## config.mk

```make
export PLATFORM = sky130hd
export DESIGN_NAME = mcfe_queue
export DESIGN_NICKNAME = d
export VERILOG_FILES = /design/src/rtl/mcfe_pkg.sv /design/src/rtl/mcfe_queue.sv
export SDC_FILE = /design/constraint.sdc
export NUM_CORES = 1
export LEC_CHECK = 0
export BUFFER_PORTS_ARGS = -buffer_cell sky130_fd_sc_hd__buf_2
export CAP_MARGIN = 10
export CORE_MARGIN = 4
export CORE_UTILIZATION = 52
export DETAILED_ROUTE_END_ITERATION = 8
export PLACE_DENSITY = 0.79
export SLEW_MARGIN = 20
export SYNTH_ARGS = -nofsm -noshare
export SYNTH_HDL_FRONTEND = slang
export SYNTH_SLANG_ARGS = --single-unit
```

## constraint.sdc

```tcl
create_clock -name clock -period 8.3 [get_ports clock]
set_input_delay 2.075 -clock clock [delete_from_list [all_inputs] [get_ports clock]]
set_output_delay 2.075 -clock clock [all_outputs]
set_load 0.01 [all_outputs]
```

## src/rtl/mcfe_pkg.sv

```systemverilog
package mcfe_pkg;

   localparam int POS_CODE_BITS   = 16;
   localparam int FIELD_CODE_BITS = 12;
   localparam int FRAC_BITS       = 16;
   localparam int TOTAL_BITS      = POS_CODE_BITS + 4 * FIELD_CODE_BITS;
   localparam int DIV_STEPS       = (POS_CODE_BITS > FIELD_CODE_BITS) ?
                                    POS_CODE_BITS : FIELD_CODE_BITS;
   localparam int LANES           = 5;
   localparam int VAL_W           = 32;
   localparam int LIMIT_W         = 31;
   localparam int NUM_W           = VAL_W + DIV_STEPS;
   localparam int ID_W            = 11;
   localparam int ACTION_W        = 3;
   localparam int CSR_INDEX_W     = 3;

   // lane order inside a frame
   localparam int LANE_POS   = 0;
   localparam int LANE_SPEED = 1;
   localparam int LANE_KP    = 2;
   localparam int LANE_KD    = 3;
   localparam int LANE_TORQ  = 4;

   // action codes
   localparam logic [ACTION_W-1:0] ACT_CONTROL  = 3'd0;
   localparam logic [ACTION_W-1:0] ACT_ENABLE   = 3'd1;
   localparam logic [ACTION_W-1:0] ACT_DISABLE  = 3'd2;
   localparam logic [ACTION_W-1:0] ACT_SET_ZERO = 3'd3;
   localparam logic [ACTION_W-1:0] ACT_PASSIVE  = 3'd4;

   // register indexes
   localparam logic [CSR_INDEX_W-1:0] CSR_POSITION_LIMIT = 3'd0;
   localparam logic [CSR_INDEX_W-1:0] CSR_SPEED_LIMIT    = 3'd1;
   localparam logic [CSR_INDEX_W-1:0] CSR_TORQUE_LIMIT   = 3'd2;
   localparam logic [CSR_INDEX_W-1:0] CSR_STIFFNESS_MAX  = 3'd3;
   localparam logic [CSR_INDEX_W-1:0] CSR_DAMPING_MAX    = 3'd4;

   localparam logic [LIMIT_W-1:0] RST_POSITION_LIMIT = 31'd819200;
   localparam logic [LIMIT_W-1:0] RST_SPEED_LIMIT    = 31'd1966080;
   localparam logic [LIMIT_W-1:0] RST_TORQUE_LIMIT   = 31'd655360;
   localparam logic [LIMIT_W-1:0] RST_STIFFNESS_MAX  = 31'd32768000;
   localparam logic [LIMIT_W-1:0] RST_DAMPING_MAX    = 31'd327680;

   localparam logic [7:0] FILL_BYTE    = 8'hFF;
   localparam logic [7:0] TAIL_ENABLE  = 8'hFC;
   localparam logic [7:0] TAIL_DISABLE = 8'hFD;
   localparam logic [7:0] TAIL_ZERO    = 8'hFE;
   localparam logic [VAL_W-1:0] PASSIVE_KD = VAL_W'(2) << FRAC_BITS;

   typedef struct packed {
      logic [ID_W-1:0]             frame_id;
      logic                        frame_channel;
      logic                        special;
      logic [7:0]                  tail;
      logic [LANES-1:0][VAL_W-1:0] offset;
   } entry_type;

   typedef struct packed {
      logic [LANES-1:0][VAL_W-1:0] span;
   } span_type;

   typedef struct packed {
      logic [LIMIT_W-1:0] position_limit;
      logic [LIMIT_W-1:0] speed_limit;
      logic [LIMIT_W-1:0] torque_limit;
      logic [LIMIT_W-1:0] stiffness_max;
      logic [LIMIT_W-1:0] damping_max;
   } limits_type;

   function automatic int lane_bits(input int lane);
      return (lane == LANE_POS) ? POS_CODE_BITS : FIELD_CODE_BITS;
   endfunction

endpackage

```

## src/rtl/mcfe_queue.sv

```systemverilog
module mcfe_queue (
   input  logic                clock,
   input  logic                reset,
   input  logic                push,
   input  mcfe_pkg::entry_type push_entry,
   input  logic                pop,
   output mcfe_pkg::entry_type head,
   output logic                full,
   output logic                empty
);
   import mcfe_pkg::*;

   entry_type   slot_ff [2];
   logic        wr_ptr_ff;
   logic        wr_ptr_in;
   logic        rd_ptr_ff;
   logic        rd_ptr_in;
   logic [1:0]  count_ff;
   logic [1:0]  count_in;

   always_comb begin
      full      = (count_ff == 2'd2);
      empty     = (count_ff == 2'd0);
      head      = slot_ff[rd_ptr_ff];
      wr_ptr_in = wr_ptr_ff ^ push;
      rd_ptr_in = rd_ptr_ff ^ pop;
      count_in  = count_ff + {1'b0, push} - {1'b0, pop};
   end

   // advance pointers and store the incoming beat
   always_ff @(posedge clock) begin
      if (reset) begin
         wr_ptr_ff <= 1'b0;
         rd_ptr_ff <= 1'b0;
         count_ff  <= 2'd0;
      end else begin
         wr_ptr_ff <= wr_ptr_in;
         rd_ptr_ff <= rd_ptr_in;
         count_ff  <= count_in;
      end
      if (push) begin
         slot_ff[wr_ptr_ff] <= push_entry;
      end
   end

`ifndef SYNTHESIS
   a_no_overflow: assert property (@(posedge clock) disable iff (reset) !(push && full))
      else $error("queue push while full");
   a_no_underflow: assert property (@(posedge clock) disable iff (reset) !(pop && empty))
      else $error("queue pop while empty");
`endif

endmodule

```

==> flow_summary.json <==
{
  "outcome": "completed",
  "cts_buffer_depth": 3,
  "grt-ovfl-total": 0,
  "final_max_slew_viol_count": 0,
  "rsz0062_at_grt": "no",
  "grt_pass1_vias": 7308,
  "antenna_found_initial": 12,
  "max_freq_mhz": 212,
  "totalWireLength_mm": 26.7,
  "antenna_left": 0,
  "cts_tree": "yes",
  "ctsHoldBuffers": 0,
  "r2r_slack_ns": 5.83,
  "syn_inst": 582,
  "vias": 6821,
  "numCtsBuffers": 37,
  "postCtsSetupBuffers": 0,
  "fin_tns_setup_ns": 0,
  "synthDistinctLibCells": 11,
  "comb_power_share": 0.105,
  "crit_path_start": "rd_ptr_ff",
  "post-route-util": 0.657,
  "seq_power_share": 0.527,
  "ys_seq_elements": 366,
  "drcViolationCount": 0,
  "h-tree-depth": 2,
  "cts_resized": 0,
  "layout-drive-gt1-share": 0.606,
  "netSwitchingPower_w": 0.000905,
  "worst_r2r_endpoint": "slot_ff[0][140]",
  "min_period_ns": 4.71,
  "fin_skew_ns": 0.00918,
  "dieHeight_um": 168,
  "syn-num-nets": 771,
  "grt_pass1_wl_mm": 40.0,
  "slew-limit-headroom": 0.323,
  "start_util": 0.529,
  "first_iter_violations": 443,
  "clock-sinks": 366,
  "crit_fanout": 76,
  "p_per_area_mw_per_mm2": 251,
  "clkLatencyLatePin_ns": 0.50,
  "synth_warnings": 0,
  "firstDrtPassIters": 6,
  "fp.dieW_um": 168,
  "hpwl_mm": 17.6,
  "fill_cells": 1708,
  "hold_viol": 0,
  "maxCapViolCount": 0,
  "port_buffers": 367,
  "clock_tree.root_cell": "clkbuf_16",
  "crit_required_ns": 6.23,
  "die-area_mm2": 0.0283,
  "worstMarginPinSlew_ns": 1.02,
  "gp_congestion": 0.785,
  "path_clk_slew_ns": 0.05,
  "vias_per_cell": 5.08,
  "hp-start": "wr_ptr_ff",
  "finalCritPeriodShare": 0.568,
  "multi_input_area_mm2": 0.00217,
  "cp-endpoint": "head[151]",
  "crit_path_end_kind": "output pin",
  "register_area_mm2": 0.0110,
  "swShare": 0.217,
  "groute.usage.overall": 0.181,
  "synth.avg_cell_area_um2": 23.0,
  "min_path_type": "reg -> reg",
  "crit_type": "reg -> out",
  "cp.arrival_ns": 2.64,
  "grt_max_degree": 77,
  "syn_area_mm2": 0.0134,
  "coreArea_mm2": 0.0253,
  "yosysSeqAreaShare": 0.819,
  "setup_viol": 0,
  "cp-start-kind": "flop",
  "io_pins": 368,
  "clkPwrFrac": 0.368,
  "intPower_w": 0.00326,
  "p_leak_nw": 6.19,
  "r2r-start": "wr_ptr_ff",
  "nets": 1163,
  "ir_worst_vdd_mv": 0.210,
  "syn_to_final_growth_pct": 24.1,
  "rows": 58,
  "routedWlPerCell_um": 19.9,
  "ff2ff_path_depth": 3
}
## area by class of cell
type                            count  area share
Inverter                            3    0.000679
Antenna cell                       10     0.00151
Multi-Input combinational cell    193       0.131
Clock inverter                     17     0.00724
Tap cell                          330      0.0249
Clock buffer                       50      0.0613
Timing Repair Buffer              373       0.113
Sequential cell                   366       0.660
## power by group through the flow
stage	registers (W)	clock network, W	logic, W
floorplan	0.00223	0	0.000268
global placement	0.00222	0	0.000436
detailed placement	0.00223	0	0.000443
CTS	0.00219	0.00158	0.000447
global route	0.00220	0.00167	0.000474
finish	0.00219	0.00153	0.000438
## per-stage QoR
stage	cells	area [um2]	setup WS (ns)	hold WS (ns)	power, W
floorplan	582	13400	1.46	0.519	0.00250
global placement	1265	15400	3.96	0.593	0.00266
detailed placement	1265	15400	3.96	0.622	0.00268
CTS	1332	16600	3.52	0.618	0.00422
global route	1342	16600	3.41	0.649	0.00434
finish	1342	16600	3.59	0.616	0.00416
## kinds of logic after synthesis
| family | after synthesis | share of synthesized area |
|---|---|---|
| XOR/XNOR | 2 | 0.00234 |
| adder cells (fa/ha/maj) | 4 | 0.00374 |
| buffers and inverters | 23 | 0.0205 |
| flip-flops | 366 | 0.819 |
| multiplexers | 181 | 0.152 |
| AND/OR/NAND/NOR | 6 | 0.00206 |
## layer usage
layer  global-route usage  vias to the layer above  share of wire
met5                    0                        -         0.0010
met4               0.0822                        4          0.042
met3               0.0463                       73          0.075
met2                0.314                      281           0.52
met1                0.215                     3340           0.36
li1                     -                     3123              -
## layout by cell type, fill, tap and decap left out
| cell type | count |
|---|---|
| edfxtp_1 | 362 |
| ha_1 | 2 |
| clkinvlp_4 | 4 |
| xnor2_1 | 1 |
| diode_2 | 10 |
| dfxtp_4 | 1 |
| inv_6 | 1 |
| clkinv_1 | 6 |
| mux2_2 | 181 |
| bufinv_16 | 1 |
| xnor3_1 | 1 |
| clkbuf_1 | 11 |
| dfxtp_1 | 3 |
| nor2b_1 | 2 |
| nor2_1 | 4 |
| clkinv_4 | 1 |
| ha_4 | 2 |
| inv_1 | 3 |
| clkbuf_16 | 39 |
| buf_4 | 6 |
| buf_2 | 367 |
| clkinv_2 | 4 |
## worst min path at each step
stage                     slack (ns)   endpoint  depth (start not counted)
final                           0.62  wr_ptr_ff                          3
after detailed placement        0.62  wr_ptr_ff                          3
after global placement          0.59  wr_ptr_ff                          3
after CTS                       0.62  wr_ptr_ff                          3
after floorplan                 0.52  wr_ptr_ff                          3
after global routing            0.65  wr_ptr_ff                          3
## synth_stat cells (all sizes together)
master,n,share of area
ha,4,0.0037
dfxtp,4,0.0060
nor2,4,0.0011
clkbuf,15,0.015
xnor2,1,0.00066
buf,5,0.0042
edfxtp,362,0.81
inv,3,0.00084
xnor3,1,0.0017
nor2b,2,0.00094
mux2,181,0.15
## critical path: stages (launching register included)
cell     delay (ns)
dfxtp_4        0.67
buf_4          0.82
mux2_2         0.43
buf_2          0.15
## state kept, by name, summed over array words and instances (netlist names)
signal and flops:
rd_ptr_ff 1, wr_ptr_ff 1, count_ff 2, slot_ff 362
(Power assumes the default switching activity.)
