$ cat src/rtl/mcfe_pkg.sv
package mcfe_pkg;

   localparam int POS_CODE_BITS   = 16;
   localparam int FIELD_CODE_BITS = 12;
   localparam int FRAC_BITS       = 16;
   localparam int TOTAL_BITS      = POS_CODE_BITS + 4 * FIELD_CODE_BITS;
   localparam int DIV_STEPS       = (POS_CODE_BITS > FIELD_CODE_BITS) ?
                                    POS_CODE_BITS : FIELD_CODE_BITS;
   localparam int LANES           = 5;
   localparam int VAL_W           = 32;
   localparam int LIMIT_W         = 31;
   localparam int NUM_W           = VAL_W + DIV_STEPS;
   localparam int ID_W            = 11;
   localparam int ACTION_W        = 3;
   localparam int CSR_INDEX_W     = 3;

   // lane order inside a frame
   localparam int LANE_POS   = 0;
   localparam int LANE_SPEED = 1;
   localparam int LANE_KP    = 2;
   localparam int LANE_KD    = 3;
   localparam int LANE_TORQ  = 4;

   // action codes
   localparam logic [ACTION_W-1:0] ACT_CONTROL  = 3'd0;
   localparam logic [ACTION_W-1:0] ACT_ENABLE   = 3'd1;
   localparam logic [ACTION_W-1:0] ACT_DISABLE  = 3'd2;
   localparam logic [ACTION_W-1:0] ACT_SET_ZERO = 3'd3;
   localparam logic [ACTION_W-1:0] ACT_PASSIVE  = 3'd4;

   // register indexes
   localparam logic [CSR_INDEX_W-1:0] CSR_POSITION_LIMIT = 3'd0;
   localparam logic [CSR_INDEX_W-1:0] CSR_SPEED_LIMIT    = 3'd1;
   localparam logic [CSR_INDEX_W-1:0] CSR_TORQUE_LIMIT   = 3'd2;
   localparam logic [CSR_INDEX_W-1:0] CSR_STIFFNESS_MAX  = 3'd3;
   localparam logic [CSR_INDEX_W-1:0] CSR_DAMPING_MAX    = 3'd4;

   localparam logic [LIMIT_W-1:0] RST_POSITION_LIMIT = 31'd819200;
   localparam logic [LIMIT_W-1:0] RST_SPEED_LIMIT    = 31'd1966080;
   localparam logic [LIMIT_W-1:0] RST_TORQUE_LIMIT   = 31'd655360;
   localparam logic [LIMIT_W-1:0] RST_STIFFNESS_MAX  = 31'd32768000;
   localparam logic [LIMIT_W-1:0] RST_DAMPING_MAX    = 31'd327680;

   localparam logic [7:0] FILL_BYTE    = 8'hFF;
   localparam logic [7:0] TAIL_ENABLE  = 8'hFC;
   localparam logic [7:0] TAIL_DISABLE = 8'hFD;
   localparam logic [7:0] TAIL_ZERO    = 8'hFE;
   localparam logic [VAL_W-1:0] PASSIVE_KD = VAL_W'(2) << FRAC_BITS;

   typedef struct packed {
      logic [ID_W-1:0]             frame_id;
      logic                        frame_channel;
      logic                        special;
      logic [7:0]                  tail;
      logic [LANES-1:0][VAL_W-1:0] offset;
   } entry_type;

   typedef struct packed {
      logic [LANES-1:0][VAL_W-1:0] span;
   } span_type;

   typedef struct packed {
      logic [LIMIT_W-1:0] position_limit;
      logic [LIMIT_W-1:0] speed_limit;
      logic [LIMIT_W-1:0] torque_limit;
      logic [LIMIT_W-1:0] stiffness_max;
      logic [LIMIT_W-1:0] damping_max;
   } limits_type;

   function automatic int lane_bits(input int lane);
      return (lane == LANE_POS) ? POS_CODE_BITS : FIELD_CODE_BITS;
   endfunction

endpackage

$ cat src/rtl/mcfe_front.sv
module mcfe_front (
   input  logic [mcfe_pkg::ACTION_W-1:0] req_action,
   input  logic [mcfe_pkg::ID_W-1:0]     req_motor_id,
   input  logic                          req_bus_channel,
   input  logic signed [31:0]            req_target_position,
   input  logic signed [31:0]            req_target_speed,
   input  logic signed [31:0]            req_stiffness,
   input  logic signed [31:0]            req_damping,
   input  logic signed [31:0]            req_feedforward_torque,
   input  mcfe_pkg::limits_type          limits,
   output mcfe_pkg::entry_type           entry
);
   import mcfe_pkg::*;

   // offset of x clamped to [-lim, lim], measured from -lim
   function automatic logic [VAL_W-1:0] sym_offset(input logic signed [31:0] x,
                                                   input logic [LIMIT_W-1:0] lim);
      logic signed [33:0] hi;
      logic signed [33:0] xs;
      logic signed [33:0] sum;
      hi = signed'({3'b000, lim});
      xs = 34'(x);
      if (xs > hi) begin
         xs = hi;
      end else if (xs < -hi) begin
         xs = -hi;
      end
      sum = xs + hi;
      return sum[VAL_W-1:0];
   endfunction

   // x clamped to [0, max]
   function automatic logic [VAL_W-1:0] gain_offset(input logic signed [31:0] x,
                                                    input logic [LIMIT_W-1:0] mx);
      logic [VAL_W-1:0] res;
      if (x < 0) begin
         res = '0;
      end else if (x > signed'({1'b0, mx})) begin
         res = {1'b0, mx};
      end else begin
         res = x;
      end
      return res;
   endfunction

   logic              passive;
   logic signed [31:0] spd;
   logic signed [31:0] kp;
   logic signed [31:0] kd;
   logic signed [31:0] tq;

   // classify the action and override set-points for passive damping
   always_comb begin
      passive = (req_action == ACT_PASSIVE);
      spd = passive ? '0 : req_target_speed;
      kp  = passive ? '0 : req_stiffness;
      kd  = passive ? signed'(PASSIVE_KD) : req_damping;
      tq  = passive ? '0 : req_feedforward_torque;

      entry.frame_id      = req_motor_id;
      entry.frame_channel = req_bus_channel;
      entry.special       = 1'b0;
      entry.tail          = TAIL_ENABLE;
      unique case (req_action)
         ACT_ENABLE: begin
            entry.special = 1'b1;
            entry.tail    = TAIL_ENABLE;
         end
         ACT_DISABLE: begin
            entry.special = 1'b1;
            entry.tail    = TAIL_DISABLE;
         end
         ACT_SET_ZERO: begin
            entry.special = 1'b1;
            entry.tail    = TAIL_ZERO;
         end
         default: begin
            entry.special = 1'b0;
         end
      endcase

      entry.offset[LANE_POS]   = sym_offset(req_target_position, limits.position_limit);
      entry.offset[LANE_SPEED] = sym_offset(spd, limits.speed_limit);
      entry.offset[LANE_KP]    = gain_offset(kp, limits.stiffness_max);
      entry.offset[LANE_KD]    = gain_offset(kd, limits.damping_max);
      entry.offset[LANE_TORQ]  = sym_offset(tq, limits.torque_limit);
   end

endmodule

$ cat config.mk
export PLATFORM = sky130hd
export DESIGN_NAME = mcfe_front
export DESIGN_NICKNAME = d
export VERILOG_FILES = /design/src/rtl/mcfe_pkg.sv /design/src/rtl/mcfe_front.sv
export SDC_FILE = /design/constraint.sdc
export NUM_CORES = 1
export LEC_CHECK = 0
export ABC_AREA = 1
export BUFFER_PORTS_ARGS = -buffer_cell sky130_fd_sc_hd__buf_2
export CORE_UTILIZATION = 40
export DETAILED_ROUTE_END_ITERATION = 16
export PLACE_DENSITY = 0.6
export SETUP_SLACK_MARGIN = 0.15
export SLEW_MARGIN = 25
export SYNTH_ARGS = -nofsm -noshare
export SYNTH_HDL_FRONTEND = slang
export SYNTH_SLANG_ARGS = --single-unit
$ cat constraint.sdc
create_clock -name vclk -period 6.35
set_input_delay 0.3175 -clock vclk [all_inputs]
set_output_delay 0.3175 -clock vclk [all_outputs]
set_load 0.03 [all_outputs]
==> flow_metrics.tcl, run 1 <==
set metrics [dict create \
    status "complete, no violations" \
    power_frac_comb_pct 100.0 \
    syn_to_final_growth_pct 18.6 \
    p_int_mw 1.02 \
    final_max_slew_viol_count 0 \
    cts_hold_buf 0 \
    crit_top_cell "nand2_1" \
    crit_fanout 6 \
    syn_area_per_cell_sq_um 5.37 \
    die_w_microns 217 \
    max_freq_mhz 173 \
    hp-class "input port to primary output" \
    critPathMaxStageDelay_ps 380 \
    finalNonFillerCells 4490 \
    wl_per_cell_microns 15.9 \
    antenna_left 0 \
    drive_gt1_share_pct 16.1 \
    path_class "input port to primary output" \
    final_nets 4578 \
    clock_power_share_pct 0 \
    drtPass1Iterations 8 \
    drv_cap 0 \
    crit_family "simple AND/OR/NAND/NOR gates" \
    wirelength_microns 71300 \
    switching_share_pct 68.0 \
    crit_slowest_cell "ha_1" \
    dp_hpwl_microns 62100 \
    dpl_cell_area_sq_um 21500 \
    seq_area_frac_synth_pct 0 \
    nClkBuffers 0 \
    min_period_ps 5780 \
    crit_path_start_kind "input port" \
    synthDistinctLibCells 45 \
    grt_start_max_net_pins 66 \
    setup_viol 0 \
    drt-initial-drc-count 1651 \
    antenna_found_initial 11 \
    syn-cell-area_sq_um 18500 \
    pwr-share-seq_pct 0 \
    wl_met1_microns 31600 \
    end_kind "primary output" \
    arrival_ps 5460 \
    n_fill_cell 5271 \
    die_y_microns 217 \
    fin_crit_sh_pct 90.9 \
    syn_inst 3439 \
    whs_path_depth 0 \
    path_depth 36 \
    multi_input_area_sq_um 16200 \
    grt_first_pass_wirelength_microns 111000 \
    grt_overflow_total 0 \
    totalPowerFinal_mw 3.18 \
    required_ps 6030 \
    slew_headroom_pct 50.9 \
    die-area_sq_um 47000 \
    leakagePower_nw 13.1 \
    layout.area.seq_sq_um 0 \
    grt_usage_pct 28.9 \
    crit_buf_inv 6 \
    core-area_sq_um 45500 \
    hold_start "req_motor_id[5]" \
    grt_pass1_vias 21600 \
    switching_power_mw 2.16 \
    met3_length_microns 4890 \
    worst_pin_slew_ps 735 \
    rows 78 \
    routed-via-count 23000 \
    seq_cell_count 0 \
    placed_cells 4480 \
    design_area_sq_um 21900 \
    yosysWarningCount 0 \
    initial_utilization_pct 40.6 \
    ir_drop_v 0.000248 \
    drc_errors 0 \
    gp_congestion 1.01 \
    power_density_nw_per_um2 145 \
    min_delay_worst_endpoint "entry[175]" \
    hold_viol 0 \
    ioPinCount 511 \
    final_util_pct 48.1 \
    via_per_inst 5.12 \
    port_buffers 479 \
    highest_layer "met5" \
    rsz0062_at_grt "yes" \
    wl_met2_microns 32700 \
]
[cell usage in the layout, fill, tap and decap left out, types with 4 or more instances in the layout]
master / count
nand2_1: 919
inv_1: 551
nor2_1: 519
buf_2: 473
ha_1: 354
a21oi_1: 209
nand3_1: 198
o21ai_0: 122
xor2_1: 121
nand4_1: 58
nor3_1: 45
buf_4: 43
xnor2_1: 31
a21o_1: 28
o21ai_1: 21
nor2_2: 18
nand3b_1: 18
a21oi_2: 17
nand2_2: 14
o21a_1: 10
inv_2: 9
nor4_1: 9
a31oi_1: 8
conb_1: 8
o21bai_1: 7
diode_2: 6
nand3_2: 6
nor4_2: 6
clkbuf_4: 6
a221oi_1: 5
nor3_2: 4
o221ai_1: 4
buf_12: 4
[timing repair]
action | CTS | global route
resized for setup | 5 | 94
setup endpoints to repair | 10 | 62
setup buffers | 0 | 4
endpoints found under the hold margin | 0 | 0
pin swaps | 0 | 5
[Yosys cell counts, drive strengths merged, types with 17 or more instances]
master | n | area [sq um]
nand4 | 58 | 363
a21oi | 228 | 1140
nand3b | 18 | 135
clkbuf | 23 | 86.3
nand2 | 934 | 3540
xor2 | 121 | 1060
ha | 359 | 4490
xnor2 | 31 | 272
o21ai | 148 | 741
inv | 560 | 2100
nor2 | 539 | 2050
nand3 | 205 | 1050
nor4 | 17 | 113
buf | 65 | 397
nor3 | 50 | 267
a21o | 28 | 210
[cell families after synthesis]
family          count (synthesis)  synth area share [%]
xor+xnor                      152                  7.21
simple gates                 1826                  40.9
buf+inv                       648                  14.0
other cells                     2                0.0407
compound gates                449                  13.2
fa+ha+maj                     362                  24.7
[metal layers]
layer / GRT usage [%] / up-vias
met3: 3.93 / 113
met5: 0 / -
met1: 37.4 / 10200
met4: 7.09 / 8
li1: - / 11900
met2: 50.2 / 836
[how the worst max path moves through the flow]
| stage | start | to | slack (ps) |
|---|---|---|---|
| global route | limits[138] | entry[18] | 120 |
| detailed placement | limits[63] | entry[144] | -50 |
| floorplan | limits[63] | entry[148] | 850 |
| finish | limits[129] | entry[31] | 570 |
| CTS | limits[63] | entry[158] | 160 |
| global placement | limits[79] | entry[144] | -20 |
[through the flow]
stage / worst slack, ps / setup TNS, ps / hold slack (ps)
global route: 124 / 0 / 635
finish: 575 / 0 / 635
CTS: 158 / 0 / 635
global placement: -17.9 / -17.9 / 635
detailed placement: -48.5 / -77.5 / 635
floorplan: 855 / 0 / 747
[power groups by stage]
| stage | clock (mW) | sequential [mW] | combinational (mW) |
|---|---|---|---|
| 3_5_place_dp | 0 | 0 | 3.07 |
| 5_1_grt | 0.0000000632 | 0 | 3.49 |
| 3_3_place_gp | 0 | 0 | 3.08 |
| 6_report | 0.000000127 | 0 | 3.18 |
| 4_1_cts | 0 | 0 | 3.09 |
| 2_1_floorplan | 0 | 0 | 2.16 |
[cell type report]
class                      count  share of cell area, %
antenna                        6                 0.0686
inverter                     560                   9.60
multi-input combinational   2797                   74.0
tap                          600                   3.43
timing repair buffer         527                   12.9
Note: power is estimated with default switching activity, not from simulation.
==> inputs of run 2 (changes only) <==
--- a/config.mk
+++ b/config.mk
@@ -7,6 +7,7 @@
 export LEC_CHECK = 0
 export ABC_AREA = 1
 export BUFFER_PORTS_ARGS = -buffer_cell sky130_fd_sc_hd__buf_2
+export CORE_ASPECT_RATIO = 0.8
 export CORE_UTILIZATION = 40
 export DETAILED_ROUTE_END_ITERATION = 16
 export PLACE_DENSITY = 0.6
==> run 2 against run 1 <==
  * Combinational power up 2%
  * Die area about the same
  * Sequential share of layout area unchanged
  * Flip-flop and latch count unchanged
  * Routed wire length up 1.2%
  * Cell count up 0.27%
  * First-iteration DRC count up 26%
  * Hold slack about the same
  * Non-clock buffer count up 2
==> flow_metrics.tcl, run 2 (synthesized netlist as in run 1, its figures left out) <==
set metrics [dict create \
    status "complete, no violations" \
    critPathMaxStageDelay_ps 350 \
    whs_path_depth 0 \
    core-area_sq_um 45600 \
    nClkBuffers 0 \
    cts_hold_buf 0 \
    routed-via-count 22900 \
    final_common_cell "nand2_1" \
    drv_cap 0 \
    gp_congestion 1.00 \
    dp_hpwl_microns 62800 \
    required_ps 6030 \
    final_util_pct 48.1 \
    end_kind "primary output" \
    drc_errors 0 \
    path_class "input port to primary output" \
    grt_first_pass_wirelength_microns 111000 \
    wirelength_microns 72200 \
    crit_family "simple AND/OR/NAND/NOR gates" \
    final_nets 4580 \
    max_freq_mhz 169 \
    fin_crit_sh_pct 93.3 \
    arrival_ps 5600 \
    worst_pin_slew_ps 714 \
    port_buffers 479 \
    crit_buf_inv 5 \
    rows 70 \
    antenna_left 0 \
    leakagePower_nw 13.1 \
    wl_per_cell_microns 16.0 \
    rsz0062_at_grt "yes" \
    crit_top_cell "nand2_1" \
    grt_start_max_net_pins 63 \
    crit_fanout 30 \
    drt-initial-drc-count 2077 \
    hp-class "input port to primary output" \
    antenna_found_initial 9 \
    crit_slowest_cell "xor2_1" \
    drtPass1Iterations 9 \
    final_max_slew_viol_count 0 \
    hold_slack_ps 635 \
    die-area_sq_um 47000 \
    ioPinCount 511 \
    layout.area.seq_sq_um 0 \
    grt_overflow_total 0 \
    setup_viol 0 \
    min_delay_worst_endpoint "entry[171]" \
    crit_path_start_kind "input port" \
    power_density_nw_per_um2 148 \
    tns_ps 0 \
    die_w_microns 242 \
    grt_usage_pct 29.1 \
    seq_cell_count 0 \
    syn_to_final_growth_pct 18.8 \
    min_period_ps 5920 \
    slew_headroom_pct 52.3 \
    hold_start "req_motor_id[1]" \
    ir_drop_v 0.000246 \
    final_cell_mix "nand2_1 (919), inv_1 (550), nor2_1 (519)" \
    via_per_inst 5.10 \
    hold_viol 0 \
    grt_pass1_vias 20700 \
    initial_utilization_pct 40.5 \
    die_y_microns 194 \
    drive_gt1_share_pct 16.1 \
]
==> run 2: cell count changes in the layout (fill, tap and decap cells not counted), sizes merged <==
| cell | change |
|---|---|
| buf | +2 |
| diode | -2 |
| clkinvlp | +1 |
| inv | -1 |
==> run 2: worst max path at each step <==
stage | from | to | slack [ps] | cells past startpoint
floorplan | limits[63] | entry[148] | 850 | 34
detailed placement | limits[125] | entry[30] | 190 | 42
global route | limits[125] | entry[26] | 80 | 36
CTS | limits[125] | entry[23] | 210 | 35
global placement | limits[80] | entry[158] | 260 | 36
finish | limits[124] | entry[26] | 430 | 34
==> run 2: layer usage <==
layer | GRT usage [%] | share of wire, %
met2 | 43.4 | 40
met3 | 6.27 | 9.8
met1 | 43.3 | 49
met4 | 3.21 | 1.4
met5 | 0 | 0.089
==> run 2: what timing repair did <==
item,4_1_cts,5_1_grt
buffers inserted,0,4
setup endpoints to repair,1,61
pin swaps,0,9
gates resized for setup,1,91
hold endpoints to repair,0,0
cloned,0,1
==> run 2: cell type report <==
| class | count | area [sq um] |
|---|---|---|
| tap | 612 | 766 |
| timing repair buffer | 529 | 2860 |
| inverter | 560 | 2110 |
| antenna | 4 | 10.0 |
| fill | 5174 | 23700 |
| multi-input combinational | 2797 | 16200 |
==> run 2: report_power, final <==
group          internal, mW  switching, mW
clock network  0.0000000842              0
logic                  1.02           2.22
registers                 0              0
==> run 2: through the flow <==
| stage | setup WS (ps) | area [sq um] | total power, mW | cells |
|---|---|---|---|---|
| after floorplan | 855 | 18500 | 2.16 | 3445 |
| after global placement | 260 | 21500 | 3.14 | 4493 |
| after detailed placement | 193 | 21600 | 3.13 | 4493 |
| after CTS | 211 | 21600 | 3.15 | 4493 |
| after global routing | 79.4 | 21900 | 3.53 | 4500 |
| final | 428 | 21900 | 3.24 | 4502 |
==> inputs of run 3 (changes only) <==
--- a/config.mk
+++ b/config.mk
@@ -7,10 +7,12 @@
 export LEC_CHECK = 0
 export ABC_AREA = 1
 export BUFFER_PORTS_ARGS = -buffer_cell sky130_fd_sc_hd__buf_2
+export CELL_PAD_IN_SITES_DETAIL_PLACEMENT = 1
+export CELL_PAD_IN_SITES_GLOBAL_PLACEMENT = 1
 export CORE_ASPECT_RATIO = 0.8
-export CORE_UTILIZATION = 40
+export CORE_UTILIZATION = 37
 export DETAILED_ROUTE_END_ITERATION = 16
-export PLACE_DENSITY = 0.6
+export PLACE_DENSITY = 0.82
 export SETUP_SLACK_MARGIN = 0.15
 export SLEW_MARGIN = 25
 export SYNTH_ARGS = -nofsm -noshare
==> run 3 against run 2 <==
  * Sequential share of layout area unchanged
  * Final area up 3.0%
  * Flip-flop and latch count is the same
  * Die area up 8.0%
  * Combinational power increased by 6%
  * Critical path depth down 1
  * Worst setup slack lost 62 ps
  * Via count rose by 5.8%
  * Largest cell class unchanged
==> flow_metrics.tcl, run 3 (synthesized netlist as in run 1, its figures left out) <==
set metrics [dict create \
    arrival_ps 5670 \
    fin_crit_sh_pct 94.2 \
    drt-initial-drc-count 1386 \
    required_ps 6030 \
    hold_slack_ps 635 \
    slew_headroom_pct 38.8 \
    ioPinCount 511 \
    drc_errors 0 \
    setup_viol 0 \
    layout.area.seq_sq_um 0 \
    dpl_cell_area_sq_um 22200 \
    grt_pass1_vias 24200 \
    hp-class "input port to primary output" \
    grt_usage_pct 31.7 \
    drv_cap 0 \
    power_density_nw_per_um2 152 \
    drtPass1Iterations 5 \
    status "complete, no violations" \
    dp_hpwl_microns 73900 \
    final_common_cell "nand2_1" \
    rsz0062_at_grt "yes" \
    tns_ps 0 \
    wirelength_microns 83800 \
    ir_drop_v 0.0000870 \
    syn_to_final_growth_pct 22.3 \
    crit_top_cell "nand2_1" \
    rows 72 \
    crit_family "simple AND/OR/NAND/NOR gates" \
    die-area_sq_um 50800 \
    critPathMaxStageDelay_ps 480 \
    min_period_ps 5980 \
    leakagePower_nw 13.4 \
    seq_cell_count 0 \
    finalNonFillerCells 4637 \
    via_per_inst 5.23 \
    fin_ws_ps 366 \
    die_y_microns 202 \
    gp_congestion 1.03 \
    antenna_left 0 \
    drive_gt1_share_pct 18.1 \
    n_fill_cell 7317 \
    final_max_slew_viol_count 0 \
    port_buffers 479 \
    max_freq_mhz 167 \
    crit_buf_inv 8 \
    routed-via-count 24300 \
    core-area_sq_um 48800 \
    grt_overflow_total 0 \
    totalPowerFinal_mw 3.42 \
    path_class "input port to primary output" \
    worst_pin_slew_ps 917 \
    grt_start_max_net_pins 65 \
    crit_fanout 26 \
    crit_slowest_cell "nor3_1" \
    design_area_sq_um 22600 \
    final_util_pct 46.3 \
    grt_first_pass_wirelength_microns 130000 \
    initial_utilization_pct 37.8 \
    end_kind "primary output" \
    final_cell_mix "nand2_1 (916), inv_1 (548), nor2_1 (508)" \
    nClkBuffers 0 \
    post-place-ws_ps -82.3 \
    placed_cells 4623 \
    wl_per_cell_microns 18.1 \
    die_w_microns 252 \
    crit_path_start_kind "input port" \
    antenna_found_initial 18 \
    hold_viol 0 \
    final_nets 4654 \
]
==> run 3: cell types whose count changed in the layout (fill, tap and decap cells not counted), sizes merged <==
cell	previous run	this run
buf	523	595
clkbuf	6	8
clkinvlp	1	2
diode	4	11
inv	559	558
==> run 3: area by class of cell <==
class / instances / area [sq um] / area share (%)
antenna: 11 / 27.5 / 0.122
inverter: 560 / 2110 / 9.34
multi-input combinational: 2797 / 16200 / 71.8
tap: 666 / 833 / 3.69
timing repair buffer: 603 / 3390 / 15.0
==> run 3: timing repair <==
action / 4_1_cts / 5_1_grt
buffers inserted: 0 / 3
resized for setup: 8 / 108
hold buffers: 0 / 0
pin swaps: 0 / 12
setup endpoints to repair: 16 / 69
==> run 3: final timing paths <==
path	start	endpoint	slack, ps	cells after the start
worst max-delay path	limits[82]	entry[159]	370	33
worst min-delay path	req_motor_id[3]	entry[173]	640	0
==> run 3: per-layer routing <==
layer / routed length (microns) / GRT usage [%]
met5: 135 / 0
met4: 2240 / 8.01
met3: 6320 / 5.55
met2: 36400 / 51.2
met1: 38700 / 43.2
==> run 3: power by group <==
| part | internal, mW | switching [mW] | leakage (nW) |
|---|---|---|---|
| sequential | 0 | 0 | 0 |
| combinational | 1.11 | 2.31 | 13.4 |
| clock | 0.000000232 | 0 | 0.0000697 |
